<file path="src/sv/chte_pkg.sv">
// Package for the coalesced hash table engine: sizes, op and status codes,
// sequencer states and the store write bundle. Depends on nothing.
package chte_pkg;

    localparam int SLOTS    = 64;                       // power of two
    localparam int IDX_W    = $clog2(SLOTS);
    localparam int LINK_W   = IDX_W + 1;                // signed relative link
    localparam int CNT_W    = IDX_W + 1;
    localparam int KEY_W    = 64;
    localparam int VAL_W    = 64;
    localparam int HOME_MOD = (SLOTS - 1) | 1;          // 2**IDX_W - 1
    localparam int DIGITS   = (KEY_W + IDX_W - 1) / IDX_W;
    localparam int DIG_W    = $clog2(DIGITS + 1);

    localparam logic [1:0] OP_GET   = 2'd0;
    localparam logic [1:0] OP_SET   = 2'd1;
    localparam logic [1:0] OP_CLEAR = 2'd2;

    localparam logic [1:0] ST_OK     = 2'd0;
    localparam logic [1:0] ST_ABSENT = 2'd1;
    localparam logic [1:0] ST_FULL   = 2'd2;
    localparam logic [1:0] ST_NIL    = 2'd3;

    typedef enum logic [3:0] {
        S_IDLE,
        S_HASH,
        S_FIND_RD,
        S_FIND_CHK,
        S_FREE,
        S_MP_RD,
        S_MP_CHK,
        S_HASH2,
        S_WALK_RD,
        S_WALK_CHK,
        S_MOVE,
        S_HOME_WR,
        S_LINK_F,
        S_LINK_MP,
        S_DONE
    } state_t;

    typedef struct packed {
        logic                 key_en;
        logic                 val_en;
        logic                 link_en;
        logic [IDX_W-1:0]     addr;
        logic [KEY_W-1:0]     key;
        logic [VAL_W-1:0]     val;
        logic [LINK_W-1:0]    link;
    } store_wr_t;

endpackage

</file>
<file path="src/sv/chte_home.sv">
// Home slot unit: key modulo (2**IDX_W - 1) by folding one IDX_W-bit digit
// per cycle. Depends on chte_pkg.
module chte_home
(
    input  logic                        clk,
    input  logic                        rst_n,
    input  logic                        start,
    input  logic [chte_pkg::KEY_W-1:0]  word,
    output logic                        done,
    output logic [chte_pkg::IDX_W-1:0]  result
);

    logic [chte_pkg::KEY_W-1:0] sh_reg, sh_next;
    logic [chte_pkg::IDX_W-1:0] acc_reg, acc_next;
    logic [chte_pkg::DIG_W-1:0] cnt_reg, cnt_next;
    logic                       busy_reg, busy_next;
    logic [chte_pkg::IDX_W:0]   sum;

    always_comb
    begin
        sum = {1'b0, acc_reg} + {1'b0, sh_reg[chte_pkg::IDX_W-1:0]};
        if (sum >= (chte_pkg::IDX_W+1)'(chte_pkg::HOME_MOD))
        begin
            sum = sum - (chte_pkg::IDX_W+1)'(chte_pkg::HOME_MOD);
        end
    end

    assign done   = busy_reg && (cnt_reg == '0);
    // all ones is congruent to zero
    assign result = (acc_reg == chte_pkg::IDX_W'(chte_pkg::HOME_MOD)) ? '0 : acc_reg;

    always_comb
    begin
        sh_next   = sh_reg;
        acc_next  = acc_reg;
        cnt_next  = cnt_reg;
        busy_next = busy_reg;
        if (start)
        begin
            sh_next   = word;
            acc_next  = '0;
            cnt_next  = chte_pkg::DIG_W'(chte_pkg::DIGITS);
            busy_next = 1'b1;
        end
        else if (busy_reg)
        begin
            if (cnt_reg == '0)
            begin
                busy_next = 1'b0;
            end
            else
            begin
                acc_next = sum[chte_pkg::IDX_W-1:0];
                sh_next  = sh_reg >> chte_pkg::IDX_W;
                cnt_next = cnt_reg - 1'b1;
            end
        end
    end

    always_ff @(posedge clk or negedge rst_n)
    begin
        if (!rst_n)
        begin
            busy_reg <= 1'b0;
            cnt_reg  <= '0;
        end
        else
        begin
            busy_reg <= busy_next;
            cnt_reg  <= cnt_next;
        end
    end

    always_ff @(posedge clk)
    begin
        sh_reg  <= sh_next;
        acc_reg <= acc_next;
    end

endmodule

</file>
<file path="config.mk">
export PLATFORM = sky130hd
export DESIGN_NAME = chte_home
export DESIGN_NICKNAME = d
export VERILOG_FILES = /design/src/sv/chte_pkg.sv /design/src/sv/chte_home.sv
export SDC_FILE = /design/constraint.sdc
export NUM_CORES = 1
export LEC_CHECK = 0
export BUFFER_PORTS_ARGS = -buffer_cell sky130_fd_sc_hd__clkbuf_2
export CORE_ASPECT_RATIO = 1.1
export CORE_MARGIN = 1
export CORE_UTILIZATION = 49
export CTS_CLUSTER_SIZE = 25
export DETAILED_ROUTE_END_ITERATION = 8
export PLACE_DENSITY = 0.76
export SYNTH_ARGS = -nofsm -noshare
export SYNTH_HDL_FRONTEND = slang
export SYNTH_SLANG_ARGS = --single-unit
</file>
<file path="constraint.sdc">
create_clock -name clk -period 2.6 [get_ports clk]
set_input_delay 0.65 -clock clk [delete_from_list [all_inputs] [get_ports clk]]
set_output_delay 0.65 -clock clk [all_outputs]
set_load 0.01 [all_outputs]
</file>
# Word-level counts from Yosys, hierarchy flattened
# Index checks and enable logic that the tools add are counted.
[totals]
reg_bits = 75
in_bits = 67
output_inout_bits = 7
word_cells = 27
[classes]
n_addsub = 3
order_cmp = 1
eq_ne = 2
mux = 11
bitwise_logic = 1
reduce_logical = 5
[op_table]
columns = ["cell", "count"]
rows = [
  ["$mux W64", 3],
  ["$mux W4", 3],
  ["$mux W6", 2],
  ["$add A6 B6 Y7", 1],
  ["$ge A7 B6 Y1 const B", 1],
  ["$eq A6 B6 Y1 const B", 1],
  ["$sub A6 B6 Y6 const B", 1],
  ["$logic_not A4 Y1", 1],
  ["$reduce_and A2 Y1", 2],
  ["$sub A4 B1 Y4 const B", 1],
  ["$mux W1", 3],
  ["$ne A2 B2 Y1 const B", 1],
  ["$reduce_bool A2 Y1", 1],
  ["$logic_and A1 B1 Y1", 1],
  ["$not A1 Y1", 1],
]

# Longest topological paths before layout
# Gate-level depths: netlist (run 1).
[depth]
depth_word = 4
mapped_depth = 8
mapped_depth_nobuf = 8

# Worst setup path after synthesis (run 1)
# No wires, ideal clock.
[synth_path]
path_kind = "input port to flip-flop"
from = "in start"
to = "reg sh_reg[0] (netlist name) (enable)"
setup_time_ns = 0.433
arrival_time_ns = 2.663
required_ns = 2.167
setup_slack_ns = -0.496
cell_stages = 3
n_path_buf = 2
path_cell_list = "clkbuf_1 clkbuf_1 nand2b_1"
[synth_between]
elab_chain_cells = 2
word_cells_on_any_way = 3
cone_classes = "eq/ne: 1; reduce/logical: 2"
[synth_lines]
columns = ["element", "line", "source"]
rows = [
  ["start, declared", "chte_home.sv:7", "input logic start,"],
  ["$ne A2 B2 Y1 (no source line) or $reduce_bool A2 Y1 (tied branches)", "n/a", ""],
  ["$reduce_and A2 Y1 (no source line) *", "n/a", ""],
  ["end signal, assigned", "chte_home.sv:76", "sh_reg <= sh_next;"],
  ["end, declared", "chte_home.sv:13", "logic [chte_pkg::KEY_W-1:0] sh_reg, sh_next;"],
]
# Every way passes the cells marked *; elsewhere a longest branch is shown, timed or not.
# A chain may end at the register's enable or synchronous reset.

# Worst setup path after layout (run 1)
[layout_path]
from = "reg sh_reg[0] (netlist name)"
to = "reg acc_reg[3] (netlist name)"
[layout_between]
elab_chain_cells = 3
word_cells_on_any_way = 4
cone_classes = "add/sub: 2; order compare: 1; mux: 1"
[layout_lines]
columns = ["element", "line", "source"]
rows = [
  ["$add A6 B6 Y7 *", "chte_home.sv:21", "sum = {1'b0, acc_reg} + {1'b0, sh_reg[chte_pkg::IDX_W-1:0]};"],
  ["$sub A6 B6 Y6 or $ge A7 B6 Y1 (tied branches)", "chte_home.sv:24, chte_home.sv:22", ""],
  ["$mux W6 *", "chte_home.sv:22", "if (sum >= (chte_pkg::IDX_W+1)'(chte_pkg::HOME_MOD))"],
  ["end signal, assigned", "chte_home.sv:77", "acc_reg <= acc_next;"],
  ["end, declared", "chte_home.sv:14", "logic [chte_pkg::IDX_W-1:0] acc_reg, acc_next;"],
]
# Marks and branches as above.

==> summary.txt, run 1 <==
Run status
  • Run status: finished, final reports clean

Critical path
  • Highest cell delay on the worst timing path: 580 ps
  • Endpoint required time on the critical path: between 2000 and 3000 ps
  • Type of origin of the critical path: register
  • Highest fanout seen on the critical path: 4
  • CP endpoint kind: register
  • Chain of cells forming the critical path: ha_1, fa_2, ha_1, a21oi_1, nor3_2, a31oi_4, or4_1, a311oi_2
  • CP Class: register to register
  • Top Family by Delay on Critical Path: adder cells
  • Total buffers and inverters traversed by the critical path: 0
  • Data arrival time of the worst path: around 2800 ps
  • Critical path's slowest cell: sky130_fd_sc_hd__fa_2
  • Cell occurring most often along the worst timing path: sky130_fd_sc_hd__ha_1

Routing
  • Vias per cell: roughly 5.4
  • Number of DRC violations after detailed-routing iteration 0: 75
  • Top layer in use: met4
  • Remaining DRCs: 0
  • Average routed wire per standard cell: ~15 µm
  • Via count of the routed design: roughly 2300
  • Total length of routed met3 wires: 490 µm
  • Number of nets with antenna violations after detailed routing: 0
  • M1 WL: around 2700 µm
  • Aggregate routed wire length: 6350 µm
  • Wire length on met2: just over 3000 µm
  • First drt pass iteration count: 4

Timing
  • Slew HR: 0.658
  • Worst clock skew on the final layout: approximately 13 ps
  • Final hold viol count: 0
  • Setup WS post-layout: 114 ps
  • Maximum clock frequency: 0.402 GHz
  • Max-slew violations: 0
  • Setup TNS: 0 ps
  • Unrepaired setup endpoints after global routing: false
  • Final Cycle Share: 0.956
  • Tightest Pin Transition: between 500 and 600 ps
  • Final critical path time including I/O delays and setup: ~2500 ps
  • Final number of setup-violating endpoints: 0
  • Post-route worst hold slack: around 100 ps

Die
  • Die Ht: about 91 µm
  • Top-level I/O count: 74
  • Total die area: approximately 7600 µm²
  • Number of cell rows: 32
  • Core Footprint: ~7000 µm²
  • Die W: 83.2 µm
  • Starting density of the core: 0.507

Pwr
  • Power Density: between 800 and 900 nW/µm²
  • Leakage power total: between 0.0015 and 0.002 µW
  • Maximum resistive drop on vdd: ~480 µV

Yosys
  • Post-synth ARST share: 0.0667
  • Register area share after synthesis: 0.610
  • Number of instances in the synthesized netlist: around 240
  • Mapped Avg Cell Area: about 15 µm²
  • Number of flops mapped to enable cells by yosys: between 60 and 70
  • Seq cells post-synth: between 70 and 80
  • Adder-Cell Fraction of Synth Area: 0.0338
  • Net count after synthesis: approximately 320
  • Synth unique cells: 43
  • Xor and xnor fraction of the mapped netlist area: 0.0123
  • Warnings from Yosys: 0
  • Area fraction in compound gates after synthesis: 0.0574
  • Portion of netlist area occupied by mux cells: 0.187
  • Area fraction in and, or, nand and nor cells after synthesis: 0.0849
  • Largest family of logic cells by synthesized area: multiplexers
  • Combined area of all synthesized cells: ~3600 µm²
  • Post-synth top flop: sky130_fd_sc_hd__edfxtp_1

Global routing
  • Maximum number of pins on one net before global-route repair: 39
  • Overflow left after global routing: 0
  • Number of antenna violations at the first check in global routing: 0
  • GRT Total Usage: 0.177
  • Via count of the first global-routing pass: 2173
  • Wire length of the first global-routing pass: slightly above 10000 µm

Clocking
  • Num CTS Buffers: 9
  • Bufs on Longest Clock Path: 2
  • Number of clock sinks: 75
  • H-Tree Depth: 3
  • Clock tree root buffer cell: sky130_fd_sc_hd__clkbuf_8
  • Clock transition at the register clock pins on the worst setup and hold paths after CTS: roughly 80 ps
  • Clock latency on the worst-skew pair: approximately 350 ps
  • CTS tree: built
  • Cts hold-fix bufs: 0

Layout
  • Final non-filler cell total: 416
  • Commonest cells after routing, fill and taps aside: sky130_fd_sc_hd__clkbuf_2 (72), sky130_fd_sc_hd__edfxtp_1 (64), sky130_fd_sc_hd__mux2_2 (58)
  • Syn-to-layout area delta: 21.8%
  • Ant diodes: 0
  • Flip-flop count of the largest register, all copies and words added: 64
  • Most frequent standard cell in the layout excluding fill and tap cells: sky130_fd_sc_hd__clkbuf_2
  • # fillers: between 500 and 600
  • Fraction of layout cells with a size suffix above 1: 0.508
  • Layout Nets: 402

Worst hold path
  • Class of the tightest hold or removal check: input pin to asynchronous set/reset pin

Place
  • Placed cell count: 398
  • Gpl congestion: approximately 0.78
  • Detail Placement HPWL: around 4400 µm
  • Number of I/O port buffers: 73
  • Pre-CTS setup slack: ~22 ps

Flow run
  • Total of max-cap violations: 0
stage by stage:
stage | area, µm² | power (µW) | utilization
2_1_floorplan | 3550 | 2250 | -
3_3_place_gp | 4080 | 2500 | 0.582
3_5_place_dp | 4080 | 2550 | 0.582
4_1_cts | 4300 | 3560 | 0.614
5_1_grt | 4330 | 3780 | 0.618
6_report | 4330 | 3590 | 0.618
worst reg2reg max path, delay by kind of cell (launching register included):
kind,cells,cell delay [ps]
AOI/OAI and AO/OA,3,410
adders and majority gates,3,1020
DFF,1,380
and+or+nand+nor,2,600
per-layer routing:
metal,track usage,vias up
li1,-,1091
met1,0.218,1079
met2,0.281,79
met3,0.0664,12
met4,0.0718,0
met5,0,-
cells in the mapped netlist (all sizes together), types with 2 or more instances:
cell type   n  area, µm²
dfxtp       6        120
o21ai       3       15.0
a211o       2       17.5
clkbuf      7       26.3
and2        7       43.8
a311oi      2       17.5
nand2       8       30.0
or4         3       22.5
a21oi       5       25.0
dfrtp       5        125
nand2b      4       25.0
a211oi      4       40.0
edfxtp     64       1920
xor2        2       17.5
buf         4       15.0
nor2b       8       50.1
nor4        2       12.5
nand3       3       20.0
nor2       12       45.0
ha          8        100
inv         3       11.3
mux2       58        653
nor3        2       10.0
xnor2       3       26.3
cell type report:
| class | instances | area (µm²) | area share |
|---|---|---|---|
| multi-input cells | 153 | 1350 | 0.312 |
| well taps | 85 | 106 | 0.0246 |
| flip-flops and latches | 75 | 2170 | 0.501 |
| inverters | 3 | 11.3 | 0.00260 |
| clock buffers | 9 | 124 | 0.0286 |
| clock inverters | 7 | 97.6 | 0.0225 |
| repair buffers | 84 | 473 | 0.109 |
cell families after synthesis:
| logic type | count (synthesis) |
|---|---|
| flops | 75 |
| mux | 59 |
| simple gates | 55 |
| compound gates | 25 |
| buf+inv | 14 |
| fa+ha+maj | 9 |
| xor+xnor | 5 |
worst paths after layout:
| kind | to | slack, ps | startpoint | cells after the start |
|---|---|---|---|---|
| setup / recovery | acc_reg[3] | 110 | sh_reg[0] | 8 |
| hold / removal | cnt_reg[0] | 100 | rst_n | 1 |
| setup reg to reg | acc_reg[3] | 110 | sh_reg[0] | 8 |
| hold reg to reg | cnt_reg[1] | 520 | cnt_reg[1] | 1 |
| max in group asynchronous | cnt_reg[3] | 2360 | rst_n | 1 |
| min in group clk | cnt_reg[1] | 520 | cnt_reg[1] | 1 |
where the power goes:
group	internal (µW)	total [µW]	switching, µW
combinational	522	1050	533
clock	545	988	443
sequential	1470	1540	77.3
repair_timing:
action / 4_1_cts / 5_1_grt
buffers inserted: 0 / 2
endpoints found under the setup margin: 1 / 4
gates resized for setup: 1 / 2
pin swaps: 0 / 4
(Power assumes the default switching activity.)
==> inputs of run 2 (changes only) <==
--- a/config.mk
+++ b/config.mk
@@ -8,10 +8,11 @@
 export BUFFER_PORTS_ARGS = -buffer_cell sky130_fd_sc_hd__clkbuf_2
 export CORE_ASPECT_RATIO = 1.1
 export CORE_MARGIN = 1
-export CORE_UTILIZATION = 49
+export CORE_UTILIZATION = 51
+export CTS_BUF_LIST = sky130_fd_sc_hd__clkbuf_8
 export CTS_CLUSTER_SIZE = 25
 export DETAILED_ROUTE_END_ITERATION = 8
-export PLACE_DENSITY = 0.76
+export PLACE_DENSITY = 0.86
 export SYNTH_ARGS = -nofsm -noshare
 export SYNTH_HDL_FRONTEND = slang
 export SYNTH_SLANG_ARGS = --single-unit
==> run 2 against run 1 <==
- sequential power about the same
- non-clock buffer count down 2
- worst hold slack worse by 3.1 ps
- critical path type unchanged
- power down 0.23%
- wire length up 1.9%
- clock skew down 1.7 ps
- clock-buffer cell count unchanged
- final cell count down 1.2%
- highest routed layer unchanged
- largest power group unchanged
- register-to-register slack worse by 50 ps
- die area down 3.8%
- critical endpoint unchanged
- critical path depth up 1
==> summary.txt, run 2 (synthesized netlist as in run 1, its figures left out) <==
Run status
  • Run status: finished, final reports clean

Timing
  • Final number of setup-violating endpoints: 0
  • Final Cycle Share: 0.974
  • Max-slew violations: 0
  • Final critical path time including I/O delays and setup: about 2500 ps
  • Slew HR: 0.630
  • Tightest Pin Transition: 555 ps
  • Setup WS post-layout: 67.1 ps
  • Worst clock skew on the final layout: 11.2 ps
  • Maximum clock frequency: about 0.4 GHz
  • Final hold viol count: 0

Global routing
  • Maximum number of pins on one net before global-route repair: 50
  • Overflow left after global routing: 0
  • Number of antenna violations at the first check in global routing: 0
  • GRT Total Usage: 0.190
  • Via count of the first global-routing pass: around 2200
  • Wire length of the first global-routing pass: about 10000 µm

Critical path
  • Worst-case reg-to-reg path depth: 9
  • Type of origin of the critical path: register
  • Highest fanout seen on the critical path: 4
  • Data arrival time of the worst path: ~2800 ps
  • CP Class: register to register
  • CP endpoint kind: register
  • Endpoint required time on the critical path: roughly 2900 ps

Die
  • Core Footprint: about 6700 µm²
  • Number of cell rows: 31
  • Starting density of the core: 0.532
  • Die W: between 80 and 90 µm
  • Total die area: roughly 7300 µm²
  • Top-level I/O count: 74
  • Die Ht: approximately 90 µm

Clocking
  • H-Tree Depth: 3
  • Num CTS Buffers: 9
  • Bufs on Longest Clock Path: 2
  • Number of clock sinks: 75
  • Clock latency on the worst-skew pair: approximately 340 ps
  • Clock tree root buffer cell: sky130_fd_sc_hd__clkbuf_8
  • Cts hold-fix bufs: 0
  • Clock transition at the register clock pins on the worst setup and hold paths after CTS: 80 ps
  • CTS tree: built

Pwr
  • Power Density: 829 nW/µm²
  • Leakage power total: about 0.0018 µW
  • Maximum resistive drop on vdd: 609 µV

Place
  • Cell area after placement: just over 4000 µm²
  • Placed cell count: between 300 and 400
  • Detail Placement HPWL: ~4500 µm
  • Pre-CTS setup slack: -18.2 ps
  • Number of I/O port buffers: 73
  • Gpl congestion: between 0.8 and 0.9

Routing
  • Remaining DRCs: 0
  • Number of DRC violations after detailed-routing iteration 0: approximately 100
  • First drt pass iteration count: 4
  • Vias per cell: 5.48
  • Aggregate routed wire length: 6470 µm
  • Average routed wire per standard cell: between 15 and 20 µm
  • Number of nets with antenna violations after detailed routing: 0
  • Via count of the routed design: 2251

Flow run
  • Total of max-cap violations: 0

Layout
  • Ant diodes: 0
  • # fillers: about 500
  • Flip-flop count of the largest register, all copies and words added: 64
  • Sequential standard cell area: between 2000 and 2500 µm²
  • Final non-filler cell total: around 410
  • Layout Nets: 400
  • Multi-input logic area: about 1400 µm²
  • Finished layout cell area: approximately 4300 µm²
  • Core utilization of the finished layout: 0.647
  • Syn-to-layout area delta: 21.5%
  • Fraction of layout cells with a size suffix above 1: 0.508
  • Most frequent standard cell in the layout excluding fill and tap cells: sky130_fd_sc_hd__clkbuf_2
  • Commonest cells after routing, fill and taps aside: sky130_fd_sc_hd__clkbuf_2 (72), sky130_fd_sc_hd__edfxtp_1 (64), sky130_fd_sc_hd__mux2_2 (58)

Worst hold path
  • Class of the tightest hold or removal check: input pin to asynchronous set/reset pin
-- run 2: cell types whose count changed in the layout (fill, tap and decap cells not counted) --
| cell | before | now |
|---|---|---|
| sky130_fd_sc_hd__ha_4 | 0 | 1 |
| sky130_fd_sc_hd__inv_1 | 3 | 4 |
| sky130_fd_sc_hd__a311oi_2 | 1 | 0 |
| sky130_fd_sc_hd__or4_4 | 0 | 1 |
| sky130_fd_sc_hd__buf_4 | 9 | 7 |
| sky130_fd_sc_hd__ha_2 | 0 | 1 |
| sky130_fd_sc_hd__ha_1 | 8 | 6 |
| sky130_fd_sc_hd__inv_6 | 2 | 1 |
| sky130_fd_sc_hd__or4_1 | 3 | 2 |
| sky130_fd_sc_hd__a311oi_1 | 1 | 2 |
-- run 2: where the power goes --
part           switching [µW]  leakage [µW]  total [µW]  internal, µW
Combinational             532      0.000898        1050           519
Sequential               86.7      0.000792        1550          1470
Clock                     435      0.000109         974           539
-- run 2: final cells by class --
type / instances / share of cell area
flip-flops and latches: 75 / 0.502
inverters: 3 / 0.00261
well taps: 82 / 0.0238
repair buffers: 82 / 0.106
clock inverters: 7 / 0.0214
multi-input cells: 153 / 0.315
clock buffers: 9 / 0.0287
-- run 2: routing by layer --
layer	routed length (µm)	part of all wire	vias up	GRT usage
met2	3230	0.50	85	0.314
met1	2630	0.41	1072	0.227
met3	458	0.071	13	0.0551
li1	-	-	1081	-
met5	0	0	-	0
met4	155	0.024	0	0.0957
-- run 2: timing repair --
action | 4_1_cts | 5_1_grt
gates resized for setup | 1 | 5
buffers inserted | 0 | 1
pin swaps | 1 | 5
endpoints found under the hold margin | 0 | 0
endpoints found under the setup margin | 2 | 4
-- run 2: final timing paths --
path                            start         end  slack [ps]
min                             rst_n  cnt_reg[1]         100
max in group asynchronous       rst_n  cnt_reg[0]        2360
max                         sh_reg[0]  acc_reg[3]          70
max reg2reg                 sh_reg[0]  acc_reg[3]          70
min in group clk           cnt_reg[3]  cnt_reg[3]         530
min reg2reg                cnt_reg[3]  cnt_reg[3]         530
-- run 2: stage by stage --
| stage | hold WS (ps) | total power [µW] | setup TNS [ps] |
|---|---|---|---|
| 2_1_floorplan | 354 | 2250 | 0 |
| 3_3_place_gp | 468 | 2490 | 0 |
| 3_5_place_dp | 472 | 2540 | -18.2 |
| 4_1_cts | 94.1 | 3530 | 0 |
| 5_1_grt | 98.2 | 3770 | -28.0 |
| 6_report | 102 | 3580 | 0 |
-- run 2: worst max-delay path: stages, from the launching register on --
cell and delay [ps]:
sky130_fd_sc_hd__edfxtp_1 390, sky130_fd_sc_hd__ha_2 210, sky130_fd_sc_hd__fa_2 360, sky130_fd_sc_hd__buf_4 150, sky130_fd_sc_hd__xnor2_1 160, sky130_fd_sc_hd__a211oi_2 230
sky130_fd_sc_hd__buf_4 170, sky130_fd_sc_hd__a31oi_4 110, sky130_fd_sc_hd__or4_4 420, sky130_fd_sc_hd__a311oi_1 260
